File: config.mk
export PLATFORM = sky130hd
export DESIGN_NAME = pid_antiwindup_controller_unit
export DESIGN_NICKNAME = d
export VERILOG_FILES = /design/src/design/pidaw_pkg.sv /design/src/design/pidaw_mac.sv /design/src/design/pid_antiwindup_controller_unit.sv
export SDC_FILE = /design/constraint.sdc
export NUM_CORES = 2
export LEC_CHECK = 0
export ABC_CLOCK_PERIOD_IN_PS = 8600
export BUFFER_PORTS_ARGS = -buffer_cell sky130_fd_sc_hd__buf_4
export CAP_MARGIN = 20
export CORE_MARGIN = 8
export CORE_UTILIZATION = 59
export DETAILED_ROUTE_END_ITERATION = 7
export GPL_TIMING_DRIVEN = 1
export PLACE_DENSITY = 0.81
export SYNTH_ARGS = -nofsm -noshare
export SYNTH_HDL_FRONTEND = slang
export SYNTH_SLANG_ARGS = --single-unit
File: constraint.sdc
create_clock -name i_clk -period 8.6 [get_ports i_clk]
set_input_delay 1.72 -clock i_clk [delete_from_list [all_inputs] [get_ports i_clk]]
set_output_delay 1.72 -clock i_clk [all_outputs]
set_load 0.02 [all_outputs]
File: src/design/pidaw_pkg.sv
package pidaw_pkg;

    // field and datapath widths
    localparam int unsigned GAIN_W    = 32;
    localparam int unsigned LIM_W     = 16;
    localparam int unsigned VAL_W     = 24;
    localparam int unsigned DT_W      = 16;
    localparam int unsigned INTEG_W   = 48;
    localparam int unsigned CHUNK_W   = 16;
    localparam int unsigned PROD_W    = GAIN_W + CHUNK_W;
    localparam int unsigned ACC_W     = 80;
    localparam int unsigned DIV_W     = 40;
    localparam int unsigned CFG_IDX_W = 3;
    localparam int unsigned CFG_DAT_W = 32;

    // configuration register indexes
    localparam logic [CFG_IDX_W-1:0] CFG_GAIN_P    = 3'd0;
    localparam logic [CFG_IDX_W-1:0] CFG_GAIN_I    = 3'd1;
    localparam logic [CFG_IDX_W-1:0] CFG_GAIN_D    = 3'd2;
    localparam logic [CFG_IDX_W-1:0] CFG_DRIVE_MIN = 3'd3;
    localparam logic [CFG_IDX_W-1:0] CFG_DRIVE_MAX = 3'd4;

    // configuration reset values
    localparam logic signed [GAIN_W-1:0] GAIN_P_RST    = 32'sh0001_0000;
    localparam logic signed [GAIN_W-1:0] GAIN_I_RST    = 32'sh0000_0000;
    localparam logic signed [GAIN_W-1:0] GAIN_D_RST    = 32'sh0000_0000;
    localparam logic signed [LIM_W-1:0]  DRIVE_MIN_RST = 16'shC000;
    localparam logic signed [LIM_W-1:0]  DRIVE_MAX_RST = 16'sh4000;

    // opcodes and status codes
    localparam logic OP_COMPUTE   = 1'b0;
    localparam logic OP_CLEAR     = 1'b1;
    localparam logic STAT_OK      = 1'b0;
    localparam logic STAT_ZERO_DT = 1'b1;

    // saturation bound of one gain product, Q.32
    localparam logic [ACC_W-1:0] TERM_LIM = 80'h1 << 60;

    typedef struct packed {
        logic                    opcode;
        logic signed [VAL_W-1:0] setpoint;
        logic signed [VAL_W-1:0] measured;
        logic [DT_W-1:0]         step_time;
    } t_in_beat;

    typedef struct packed {
        logic signed [LIM_W-1:0] drive;
        logic                    status;
    } t_out_beat;

endpackage

File: src/design/pidaw_mac.sv
module pidaw_mac
    import pidaw_pkg::*;
(
    input  logic [ACC_W-1:0]   i_acc,
    input  logic [GAIN_W-1:0]  i_mul_a,
    input  logic [CHUNK_W-1:0] i_mul_b,
    output logic [ACC_W-1:0]   o_acc
);

    logic [PROD_W-1:0] w_prod;

    // one 32x16 partial product, folded into the shifted accumulator
    assign w_prod = {{CHUNK_W{1'b0}}, i_mul_a} * {{GAIN_W{1'b0}}, i_mul_b};
    assign o_acc  = {i_acc[ACC_W-CHUNK_W-1:0], {CHUNK_W{1'b0}}}
                  + {{(ACC_W-PROD_W){1'b0}}, w_prod};

endmodule

File: src/design/pid_antiwindup_controller_unit.sv
// channel   direction  signals                          payload
// input     in         i_in_valid / o_in_ready          i_in  (t_in_beat)
// result    out        o_out_valid / i_out_ready        o_out (t_out_beat)
// config    in         i_cfg_we, i_cfg_idx              i_cfg_data, no wait
//
// a compute beat goes from acceptance to the result register through the
// 40-step restoring divider, skipped on the first step after a clear or
// reset when there is no derivative history, and through four gain
// products, each three 32x16 passes through the one shared multiplier
// a zero time step beat goes straight to the result stage; a clear beat
// is absorbed at acceptance and the input is ready again the next cycle
// reset is synchronous and active low; a waiting result holds the next beat
// at its final step until the result register frees up
module pid_antiwindup_controller_unit
    import pidaw_pkg::*;
(
    input  logic                 i_clk,
    input  logic                 i_rst_n,
    input  logic                 i_in_valid,
    output logic                 o_in_ready,
    input  t_in_beat             i_in,
    output logic                 o_out_valid,
    input  logic                 i_out_ready,
    output t_out_beat            o_out,
    input  logic                 i_cfg_we,
    input  logic [CFG_IDX_W-1:0] i_cfg_idx,
    input  logic [CFG_DAT_W-1:0] i_cfg_data
);

    typedef enum logic [3:0] {
        S_IDLE,
        S_EDT,
        S_CAND,
        S_DIV,
        S_DSGN,
        S_MLD,
        S_MUL,
        S_MSAT,
        S_FIN,
        S_OUT
    } t_state;

    // gain product order
    localparam logic [1:0] TERM_P  = 2'd0;
    localparam logic [1:0] TERM_D  = 2'd1;
    localparam logic [1:0] TERM_IC = 2'd2;
    localparam logic [1:0] TERM_IO = 2'd3;

    t_state r_state, n_state;

    logic signed [GAIN_W-1:0]  r_gain_p, n_gain_p;
    logic signed [GAIN_W-1:0]  r_gain_i, n_gain_i;
    logic signed [GAIN_W-1:0]  r_gain_d, n_gain_d;
    logic signed [LIM_W-1:0]   r_drive_min, n_drive_min;
    logic signed [LIM_W-1:0]   r_drive_max, n_drive_max;

    logic signed [INTEG_W-1:0] r_integ, n_integ;
    logic signed [VAL_W-1:0]   r_last, n_last;
    logic                      r_hist, n_hist;

    logic signed [VAL_W:0]     r_err, n_err;
    logic signed [VAL_W:0]     r_dif, n_dif;
    logic signed [VAL_W-1:0]   r_ms, n_ms;
    logic [DT_W-1:0]           r_dt, n_dt;
    logic signed [INTEG_W-1:0] r_cand, n_cand;
    logic [DIV_W-1:0]          r_num, n_num;
    logic [DT_W-1:0]           r_rem, n_rem;
    logic [5:0]                r_cnt, n_cnt;
    logic signed [DIV_W:0]     r_deriv, n_deriv;
    logic [1:0]                r_term, n_term;
    logic [GAIN_W-1:0]         r_ka, n_ka;
    logic [INTEG_W-1:0]        r_xm, n_xm;
    logic                      r_neg, n_neg;
    logic [1:0]                r_chunk, n_chunk;
    logic [ACC_W-1:0]          r_acc, n_acc;
    logic signed [63:0]        r_pd, n_pd;
    logic signed [63:0]        r_tc, n_tc;
    logic signed [63:0]        r_to, n_to;
    t_out_beat                 r_pend, n_pend;
    t_out_beat                 r_out, n_out;
    logic                      r_out_valid, n_out_valid;

    logic [ACC_W-1:0]          w_mac_acc;
    logic [GAIN_W-1:0]         w_mac_a;
    logic [CHUNK_W-1:0]        w_mac_b;
    logic [ACC_W-1:0]          w_mac_out;

    logic [VAL_W:0]            w_err_mag;
    logic [VAL_W:0]            w_dif_mag;
    logic signed [DIV_W:0]     w_eprod;
    logic signed [VAL_W:0]     w_inc;
    logic signed [INTEG_W:0]   w_cand_wide;
    logic [DT_W:0]             w_rem_sh;
    logic                      w_ge;
    logic [DT_W:0]             w_rem_nx;
    logic signed [GAIN_W-1:0]  w_ksel;
    logic signed [INTEG_W-1:0] w_xsel;
    logic [60:0]               w_psat;
    logic signed [63:0]        w_term;
    logic signed [63:0]        w_hi;
    logic signed [63:0]        w_lo;
    logic                      w_hold;
    logic signed [63:0]        w_total;
    logic signed [LIM_W-1:0]   w_drive;

    assign o_in_ready  = (r_state == S_IDLE);
    assign o_out_valid = r_out_valid;
    assign o_out       = r_out;

    // shared multiplier: error times step, or one chunk of a gain product
    assign w_mac_acc = (r_state == S_MUL) ? r_acc : '0;
    assign w_mac_a   = (r_state == S_MUL) ? r_ka : {{(GAIN_W-VAL_W-1){1'b0}}, w_err_mag};
    assign w_mac_b   = (r_state == S_MUL) ? r_xm[INTEG_W-1 -: CHUNK_W] : r_dt;

    pidaw_mac u_mac (
        .i_acc   (w_mac_acc),
        .i_mul_a (w_mac_a),
        .i_mul_b (w_mac_b),
        .o_acc   (w_mac_out)
    );

    // magnitudes of error and measurement difference
    assign w_err_mag = r_err[VAL_W] ? (VAL_W+1)'(-r_err) : (VAL_W+1)'(r_err);
    assign w_dif_mag = r_dif[VAL_W] ? (VAL_W+1)'(-r_dif) : (VAL_W+1)'(r_dif);

    // candidate integral: floor of error*dt/2^16 added with saturation
    assign w_eprod = r_err[VAL_W] ? -$signed({1'b0, r_acc[DIV_W-1:0]})
                                  :  $signed({1'b0, r_acc[DIV_W-1:0]});
    assign w_inc   = w_eprod[DIV_W:16];
    assign w_cand_wide = $signed({r_integ[INTEG_W-1], r_integ})
                       + $signed({{(INTEG_W-VAL_W){w_inc[VAL_W]}}, w_inc});

    // restoring divider step
    assign w_rem_sh = {r_rem, r_num[DIV_W-1]};
    assign w_ge     = (w_rem_sh >= {1'b0, r_dt});
    assign w_rem_nx = w_ge ? (w_rem_sh - {1'b0, r_dt}) : w_rem_sh;

    // operand select for the current gain product
    always_comb begin
        case (r_term)
            TERM_P: begin
                w_ksel = r_gain_p;
                w_xsel = {{(INTEG_W-VAL_W-1){r_err[VAL_W]}}, r_err};
            end
            TERM_D: begin
                w_ksel = r_gain_d;
                w_xsel = {{(INTEG_W-DIV_W-1){r_deriv[DIV_W]}}, r_deriv};
            end
            TERM_IC: begin
                w_ksel = r_gain_i;
                w_xsel = r_cand;
            end
            default: begin
                w_ksel = r_gain_i;
                w_xsel = r_integ;
            end
        endcase
    end

    // saturated, signed gain product
    assign w_psat = (r_acc > TERM_LIM) ? TERM_LIM[60:0] : r_acc[60:0];
    assign w_term = r_neg ? -$signed({3'b000, w_psat}) : $signed({3'b000, w_psat});

    // limits in Q.32 and the anti-windup decision
    assign w_hi    = {{30{r_drive_max[LIM_W-1]}}, r_drive_max, 18'b0};
    assign w_lo    = {{30{r_drive_min[LIM_W-1]}}, r_drive_min, 18'b0};
    assign w_hold  = ((r_tc > w_hi) && !r_err[VAL_W] && (r_err != '0))
                  || ((r_tc < w_lo) && r_err[VAL_W]);
    assign w_total = w_hold ? r_to : r_tc;

    // clamp, upper limit first
    always_comb begin
        if (w_total > w_hi) begin
            w_drive = r_drive_max;
        end else if (w_total < w_lo) begin
            w_drive = r_drive_min;
        end else begin
            w_drive = w_total[33:18];
        end
    end

    // sequencer next state
    always_comb begin
        n_state     = r_state;
        n_gain_p    = r_gain_p;
        n_gain_i    = r_gain_i;
        n_gain_d    = r_gain_d;
        n_drive_min = r_drive_min;
        n_drive_max = r_drive_max;
        n_integ     = r_integ;
        n_last      = r_last;
        n_hist      = r_hist;
        n_err       = r_err;
        n_dif       = r_dif;
        n_ms        = r_ms;
        n_dt        = r_dt;
        n_cand      = r_cand;
        n_num       = r_num;
        n_rem       = r_rem;
        n_cnt       = r_cnt;
        n_deriv     = r_deriv;
        n_term      = r_term;
        n_ka        = r_ka;
        n_xm        = r_xm;
        n_neg       = r_neg;
        n_chunk     = r_chunk;
        n_acc       = r_acc;
        n_pd        = r_pd;
        n_tc        = r_tc;
        n_to        = r_to;
        n_pend      = r_pend;
        n_out       = r_out;
        n_out_valid = r_out_valid;

        // configuration writes
        if (i_cfg_we) begin
            case (i_cfg_idx)
                CFG_GAIN_P:    n_gain_p    = i_cfg_data;
                CFG_GAIN_I:    n_gain_i    = i_cfg_data;
                CFG_GAIN_D:    n_gain_d    = i_cfg_data;
                CFG_DRIVE_MIN: n_drive_min = i_cfg_data[LIM_W-1:0];
                CFG_DRIVE_MAX: n_drive_max = i_cfg_data[LIM_W-1:0];
                default: ;
            endcase
        end

        // result beat taken
        if (r_out_valid && i_out_ready) begin
            n_out_valid = 1'b0;
        end

        case (r_state)
            S_IDLE: begin
                if (i_in_valid) begin
                    if (i_in.opcode == OP_CLEAR) begin
                        n_integ = '0;
                        n_last  = '0;
                        n_hist  = 1'b0;
                    end else if (i_in.step_time == '0) begin
                        n_pend.drive  = '0;
                        n_pend.status = STAT_ZERO_DT;
                        n_state       = S_OUT;
                    end else begin
                        n_err   = {i_in.setpoint[VAL_W-1], i_in.setpoint}
                                - {i_in.measured[VAL_W-1], i_in.measured};
                        n_dif   = {r_last[VAL_W-1], r_last}
                                - {i_in.measured[VAL_W-1], i_in.measured};
                        n_ms    = i_in.measured;
                        n_dt    = i_in.step_time;
                        n_state = S_EDT;
                    end
                end
            end
            S_EDT: begin
                n_acc   = w_mac_out;
                n_state = S_CAND;
            end
            S_CAND: begin
                if (w_cand_wide[INTEG_W] != w_cand_wide[INTEG_W-1]) begin
                    n_cand = w_cand_wide[INTEG_W] ? {1'b1, {(INTEG_W-1){1'b0}}}
                                                  : {1'b0, {(INTEG_W-1){1'b1}}};
                end else begin
                    n_cand = w_cand_wide[INTEG_W-1:0];
                end
                n_num = {w_dif_mag[VAL_W-1:0], {(DIV_W-VAL_W){1'b0}}};
                n_rem = '0;
                n_cnt = 6'(DIV_W - 1);
                if (r_hist) begin
                    n_state = S_DIV;
                end else begin
                    n_deriv = '0;
                    n_term  = TERM_P;
                    n_state = S_MLD;
                end
            end
            S_DIV: begin
                n_rem = w_rem_nx[DT_W-1:0];
                n_num = {r_num[DIV_W-2:0], w_ge};
                if (r_cnt == '0) begin
                    n_state = S_DSGN;
                end else begin
                    n_cnt = r_cnt - 6'd1;
                end
            end
            S_DSGN: begin
                n_deriv = r_dif[VAL_W] ? -$signed({1'b0, r_num}) : $signed({1'b0, r_num});
                n_term  = TERM_P;
                n_state = S_MLD;
            end
            S_MLD: begin
                n_ka    = w_ksel[GAIN_W-1] ? GAIN_W'(-w_ksel) : GAIN_W'(w_ksel);
                n_xm    = w_xsel[INTEG_W-1] ? INTEG_W'(-w_xsel) : INTEG_W'(w_xsel);
                n_neg   = w_ksel[GAIN_W-1] ^ w_xsel[INTEG_W-1];
                n_acc   = '0;
                n_chunk = 2'd2;
                n_state = S_MUL;
            end
            S_MUL: begin
                n_acc = w_mac_out;
                n_xm  = {r_xm[INTEG_W-CHUNK_W-1:0], {CHUNK_W{1'b0}}};
                if (r_chunk == '0) begin
                    n_state = S_MSAT;
                end else begin
                    n_chunk = r_chunk - 2'd1;
                end
            end
            S_MSAT: begin
                case (r_term)
                    TERM_P:  n_pd = w_term;
                    TERM_D:  n_pd = r_pd + w_term;
                    TERM_IC: n_tc = r_pd + w_term;
                    default: n_to = r_pd + w_term;
                endcase
                if (r_term == TERM_IO) begin
                    n_state = S_FIN;
                end else begin
                    n_term  = r_term + 2'd1;
                    n_state = S_MLD;
                end
            end
            S_FIN: begin
                if (!w_hold) begin
                    n_integ = r_cand;
                end
                n_pend.drive  = w_drive;
                n_pend.status = STAT_OK;
                n_last        = r_ms;
                n_hist        = 1'b1;
                n_state       = S_OUT;
            end
            S_OUT: begin
                if (!r_out_valid || i_out_ready) begin
                    n_out       = r_pend;
                    n_out_valid = 1'b1;
                    n_state     = S_IDLE;
                end
            end
            default: begin
                n_state = S_IDLE;
            end
        endcase
    end

    // state, configuration and result registers
    always_ff @(posedge i_clk) begin
        r_err   <= n_err;
        r_dif   <= n_dif;
        r_ms    <= n_ms;
        r_dt    <= n_dt;
        r_cand  <= n_cand;
        r_num   <= n_num;
        r_rem   <= n_rem;
        r_cnt   <= n_cnt;
        r_deriv <= n_deriv;
        r_term  <= n_term;
        r_ka    <= n_ka;
        r_xm    <= n_xm;
        r_neg   <= n_neg;
        r_chunk <= n_chunk;
        r_acc   <= n_acc;
        r_pd    <= n_pd;
        r_tc    <= n_tc;
        r_to    <= n_to;
        r_pend  <= n_pend;
        r_out   <= n_out;
        if (!i_rst_n) begin
            r_state     <= S_IDLE;
            r_gain_p    <= GAIN_P_RST;
            r_gain_i    <= GAIN_I_RST;
            r_gain_d    <= GAIN_D_RST;
            r_drive_min <= DRIVE_MIN_RST;
            r_drive_max <= DRIVE_MAX_RST;
            r_integ     <= '0;
            r_last      <= '0;
            r_hist      <= 1'b0;
            r_out_valid <= 1'b0;
        end else begin
            r_state     <= n_state;
            r_gain_p    <= n_gain_p;
            r_gain_i    <= n_gain_i;
            r_gain_d    <= n_gain_d;
            r_drive_min <= n_drive_min;
            r_drive_max <= n_drive_max;
            r_integ     <= n_integ;
            r_last      <= n_last;
            r_hist      <= n_hist;
            r_out_valid <= n_out_valid;
        end
    end

endmodule

== Yosys cells after proc, flatten, opt, wreduce, memory -nomap -nowiden ==
Cells that the tools add are included.
W data, S select, Z words.
Cells by class
  eq/ne operators: 29
  multipliers: 1
  reduce and logical (&&, ||, !) cells: 42
  magnitude comparators: 6
  bitwise logic cells: 4
  mux-type cells: 59
  add/sub/neg operators: 16
Operators with widths (number)
  $mux W48: 6
  $mux W64: 3
  $pmux W48 S2: 2
  $pmux W80 S2: 1
  $pmux W48 S3: 1
  $gt A64 B34 Y1: 2
  $lt A64 B34 Y1: 2
  $pmux W64 S2: 1
  $mux W41: 3
  $neg A40 Y41: 2
  $pmux W41 S2: 1
  $add A80 B48 Y80: 1
  $gt A80 B61 Y1 const B: 1
  $pmux W40 S2: 1
  $mux W24: 3
  $add A64 B64 Y64: 1
  $mux W16: 4
  $neg A61 Y64: 1
  $pmux W32 S2: 1
  $mux W61: 1
  $mux W17: 3
  $sub A24 B24 Y25: 2
  $add A48 B25 Y49: 1
  $mul A32 B16 Y48: 1
  56 further kinds: 112
Storage, ports and cells
  register bits after elaboration: 838
  output and inout port bits: 19
  input bits: 105

== Logic depth before layout (Yosys ltp) ==
  word-level depth: 9
  depth in mapped cells: 36
  depth with buffers taken out: 34

== Hierarchy ==
Synthesis repeated with hierarchy kept, for this count alone.
Unflattened totals
  cell total of the unflattened synthesis: 7398
  area, all modules: 69903.3 µm²
Modules (own cells, without submodules)
  pid_antiwindup_controller_unit: sequential area each 23102.2 µm², cells an instance 5234, area each 51630.8 µm², times used 1
  pidaw_mac: sequential area each 0.0 µm², cells an instance 2164, area each 18272.5 µm², times used 1

== Least setup slack after synthesis ==
Ideal clock, no wire load.
  kind: flip-flop to flip-flop
  start point: register r_state[2]
  end point: register r_acc[70], data pin
  stages on the path, launching flop included: 33
  clock period less this slack: 9057 ps
  buffers on the path: 5
  arrival: 8910 ps
  setup slack: -457 ps
  setup time: 147 ps
  cell sequence: dfxtp_1 > clkbuf_1 > nor2b_1 > and2_1 > clkbuf_1 > clkbuf_1 > buf_1 > nor2_1 > a21oi_1 > clkbuf_1 > nor2_1 > fa_1 > inv_1 > fa_1 > inv_1 > fa_1 > fa_1 > fa_1 > inv_1 > fa_1 > inv_1 > ha_1 > nand3_1 > o311ai_0 > o2111ai_1 > o311a_1 > o31ai_1 > a41oi_1 > o21ai_0 > o2bb2ai_1 > nand3_1 > or3_1 > a21oi_1
On the way
  cells in the longest elaborated chain, start to end: 5
RTL lines
  from (decl): line pid_antiwindup_controller_unit.sv:49  | t_state r_state, n_state;
  from (signal assigned): line pid_antiwindup_controller_unit.sv:378  | r_state <= n_state;
  $eq A4 B3 Y1
  $mux W32 / $mux W16 (equally long branches): line pid_antiwindup_controller_unit.sv:112, pid_antiwindup_controller_unit.sv:113
  $mul A32 B16 Y48: line pidaw_mac.sv:13  | assign w_prod = {{CHUNK_W{1'b0}}, i_mul_a} * {{GAIN_W{1'b0}}, i_mul_b};
  $add A80 B48 Y80: line pidaw_mac.sv:15  | + {{(ACC_W-PROD_W){1'b0}}, w_prod};
  $pmux W80 S2 *: line pid_antiwindup_controller_unit.sv:232  | case (r_state)
  to (signal assigned): line pid_antiwindup_controller_unit.sv:360  | r_acc <= n_acc;
  to (decl): line pid_antiwindup_controller_unit.sv:75  | logic [ACC_W-1:0] r_acc, n_acc;
Mark *: on every way between the ends. The rest lies on a longest branch, timed or not.
A chain may end at the register's enable or synchronous reset.

== Final worst setup path ==
  start point: register r_err[17]
  end point: register r_acc[63], data pin
On the way
  cells in the longest elaborated chain, start to end: 6
RTL lines
  from (decl): line pid_antiwindup_controller_unit.sv:61  | logic signed [VAL_W:0] r_err, n_err;
  from (signal assigned): line pid_antiwindup_controller_unit.sv:346  | r_err <= n_err;
  $neg A25 Y25: line pid_antiwindup_controller_unit.sv:123  | assign w_err_mag = r_err[VAL_W] ? (VAL_W+1)'(-r_err) : (VAL_W+1)'(r_err);
  $mux W25 *: line pid_antiwindup_controller_unit.sv:123
  $mux W32 *: line pid_antiwindup_controller_unit.sv:112  | assign w_mac_a = (r_state == S_MUL) ? r_ka : {{(GAIN_W-VAL_W-1){1'b0}}, w_err_mag};
  $mul A32 B16 Y48 *: line pidaw_mac.sv:13
  $add A80 B48 Y80 *: line pidaw_mac.sv:15
  $pmux W80 S2 *: line pid_antiwindup_controller_unit.sv:232
Marked as above.

==> flow_metrics.py <==
metrics = {
    "floorplan": {
        "coreArea_mm2": 0.116,
        "die-height_um": 358,
        "dieArea_mm2": 0.128,
        "start_util_pct": 59.5,
        "rows": 125,
        "dieWidth_um": 358,
        "pin_count": 124,
    },
    "logic_synthesis": {
        "synth_edf_count": 632,
        "synth_area_per_cell_um2": 9.30,
        "yosys_warnings": 0,
        "yosysMostFrequentCell": "nand2_1",
        "synth_seq_area_share_pct": 33.4,
        "synth_seq_cells": 838,
        "yosys.area.top_type_share_pct": 27.5,
        "netlist_area_mm2": 0.0691,
        "yosys-top-cells-area": "edfxtp_1 27%, fa_1 13%, ha_1 9.1%",
        "syn_nets": 8493,
        "ys.flop_type": "edfxtp_1",
        "synthCells": 7428,
        "synthArstFlopShare_pct": 0,
        "ys_top_cells_by_count": "1032 x nand2_1, 705 x inv_1, 632 x edfxtp_1",
        "synthDistinctLibCells": 86,
        "yosysTopAreaCell": "edfxtp_1",
    },
    "placed_design": {
        "dp_hpwl_mm": 166,
        "portBuffers": 123,
        "pre_cts_ws_ps": -421,
        "gp_congestion": 1.02,
    },
    "drt": {
        "wirelength_mm": 218,
        "vias": 58045,
        "antenna_left": 0,
        "drtIter0Drc": 6508,
        "viasPerCell": 6.26,
        "drc": 0,
        "drt_pre_antenna_iters": 7,
        "wl_per_cell_um": 23.5,
    },
    "cells_and_area": {
        "drive_above_1_share_pct": 12.0,
        "area_growth_pct": 12.0,
        "multi_input_area_mm2": 0.0428,
        "fillers": 8992,
        "final-seq-area_mm2": 0.0231,
        "layout.nets": 8726,
        "utilization_pct": 66.6,
    },
    "pwr": {
        "power.net_switching_uw": 16700,
        "p_int_uw": 20000,
        "p_clk_share_pct": 11.3,
        "power_switching_share_pct": 45.5,
        "seqPwrFrac_pct": 14.1,
        "power_frac_comb_pct": 74.5,
        "power_density_mw_per_mm2": 475,
        "p_leak_uw": 0.0330,
        "ir_worst_vdd_mv": 1.62,
    },
    "timing": {
        "setup_ws_ps": -64.9,
        "finalHoldViolCount": 0,
        "slew_violations": 0,
        "rsz0062_at_grt": "yes",
        "worst_pin_slew_ps": 1160,
        "finalCritPeriodShare_pct": 101,
        "setup_violations": 4,
        "fin_tns_setup_ps": -186,
        "fin_worst_skew_ps": 45.5,
        "min_period_ps": 8660,
        "relSlewSlack_pct": 21.7,
        "fmax_mhz": 115,
    },
    "hold_path": {
        "min_path_type": "reg -> reg",
    },
    "run": {
        "max_cap_viol_count": 0,
    },
    "critical_path": {
        "crit_fanout": 7,
        "critPathLaunchType": "register",
        "worstPathArrival_ps": 9210,
        "worstSetupPathType": "reg -> reg",
        "worst_path_max_delay_cell": "nor3_2",
        "end_kind": "register",
        "slowest_delay_ps": 690,
        "required_ps": 9140,
        "cp_common_cell": "buf_4",
    },
    "grt": {
        "grt_max_degree": 106,
        "overflow": 0,
        "antenna_found_initial": 7,
        "grt_pass1_wl_mm": 334,
        "grt_pass1_vias": 58285,
        "grtUsageTotal_pct": 33.3,
    },
    "clock_tree": {
        "numCtsBuffers": 92,
        "cts-root-buf": "clkbuf_16",
        "cts_max_level": 3,
        "cts.sinks": 838,
        "cts_tree": "built",
        "cts.path.max_buffers": 3,
        "clk_latency_ps": 710,
        "clk_pin_slew_worst_paths_ps": 60,
        "ctsHoldBuffers": 0,
    },
    "run_status": {
        "status": "complete, but fails checks",
        "violations": "negative setup slack",
    },
}
[sequential cells by signal (all words and copies together), names as in the netlist, 17 cells and up]
signal and count:
o_out 17, r_acc 80, r_cand 48, r_deriv 41, r_dif 25, r_err 25
r_gain_d 32, r_gain_i 32, r_gain_p 32, r_integ 48, r_ka 32, r_last 24
r_ms 24, r_num 40, r_pd 64, r_pend 17, r_tc 64, r_to 64
r_xm 48
[layer usage]
layer | up-vias | share of wire, % | track usage [%] | wire length [um]
met5 | - | 0.0096 | 0 | 21
met4 | 4 | 7.5 | 20.4 | 16300
met3 | 749 | 10 | 7.21 | 21700
met2 | 3100 | 45 | 52.9 | 97500
met1 | 28025 | 38 | 41.7 | 82500
li1 | 26167 | - | - | -
[cells by family (layout without fill, tap and decap cells)]
family,Yosys count,in the layout,share of synthesized area [%]
flip-flops,838,838,33.4
XOR/XNOR,414,414,5.25
AND/OR/NAND/NOR,2422,2422,15.9
buffers and inverters,1043,1355,5.68
multiplexers,136,136,2.16
adder cells (fa/ha/maj),965,965,22.4
AO/OA/AOI/OAI,1610,1610,15.2
other,0,4,0
[cell type report]
type | instances | share of cell area (%)
Clock buffer | 117 | 3.18
Sequential cell | 838 | 29.9
Clock inverter | 56 | 0.886
Tap cell | 1524 | 2.46
Antenna cell | 4 | 0.0129
Timing Repair Buffer | 476 | 4.81
Inverter | 706 | 3.42
Multi-Input combinational cell | 5547 | 55.4
[final timing paths]
kind | startpoint | endpoint | slack [ps] | depth (start not counted)
hold / removal | r_pend[16] | o_out[16] | 420 | 0
hold reg to reg | r_pend[16] | o_out[16] | 420 | 0
setup / recovery | r_err[17] | r_acc[63] | -60 | 32
setup reg to reg | r_err[17] | r_acc[63] | -60 | 32
[worst max-delay path: cells and delay by family, from the launching register on]
family                     cells  cell delay, ps
adders and majority gates      7            3310
and+or+nand+nor                9            2010
buffers and inverters          9            1240
AOI/OAI and AO/OA              6            1110
DFF                            1             640
xor gates and xnor gates       1             180
[power groups by stage]
stage               Sequential, uW  Combinational, uW  Clock, uW
finish                        5190              27400       4160
CTS                           5170              24900       4180
global route                  5190              30100       4330
detailed placement            5250              24500          0
global placement              5240              23800          0
floorplan                     5070              15500          0
[cells in the final DEF (no fill, tap or decap), types with 30 or more instances in the layout]
master and n:
a211oi_1 30, a21boi_0 145, a21o_1 194, a21oi_1 364, a22oi_1 107, and2_1 74, and3_1 64, buf_4 453
clkbuf_16 93, dfxtp_1 206, edfxtp_1 632, fa_1 447, ha_1 493, inv_1 694, mux2_2 106, nand2_1 1021
nand2b_1 41, nand3_1 113, nand4_1 86, nor2_1 571, nor2b_1 119, nor3_1 81, nor4_1 53, o21a_1 60
o21ai_0 318, o31ai_1 44, or3_1 53, xnor2_1 196, xor2_1 213
[stage by stage]
step           std cells  power [uW]  hold slack [ps]  instance area [um^2]
2_1_floorplan       7428       20600              400                 69100
3_3_place_gp        9065       29000              405                 73300
3_5_place_dp        9067       29800              405                 73300
4_1_cts             9245       34200              415                 76700
5_1_grt             9264       39600              427                 77400
6_report            9268       36700              417                 77400
[repair_timing]
action                     CTS  global route
resized for setup           25           132
setup endpoints to repair   42            49
cloned                       0             1
pin swaps                   10            71
buffers inserted             5            15
(Power assumes the default switching activity.)
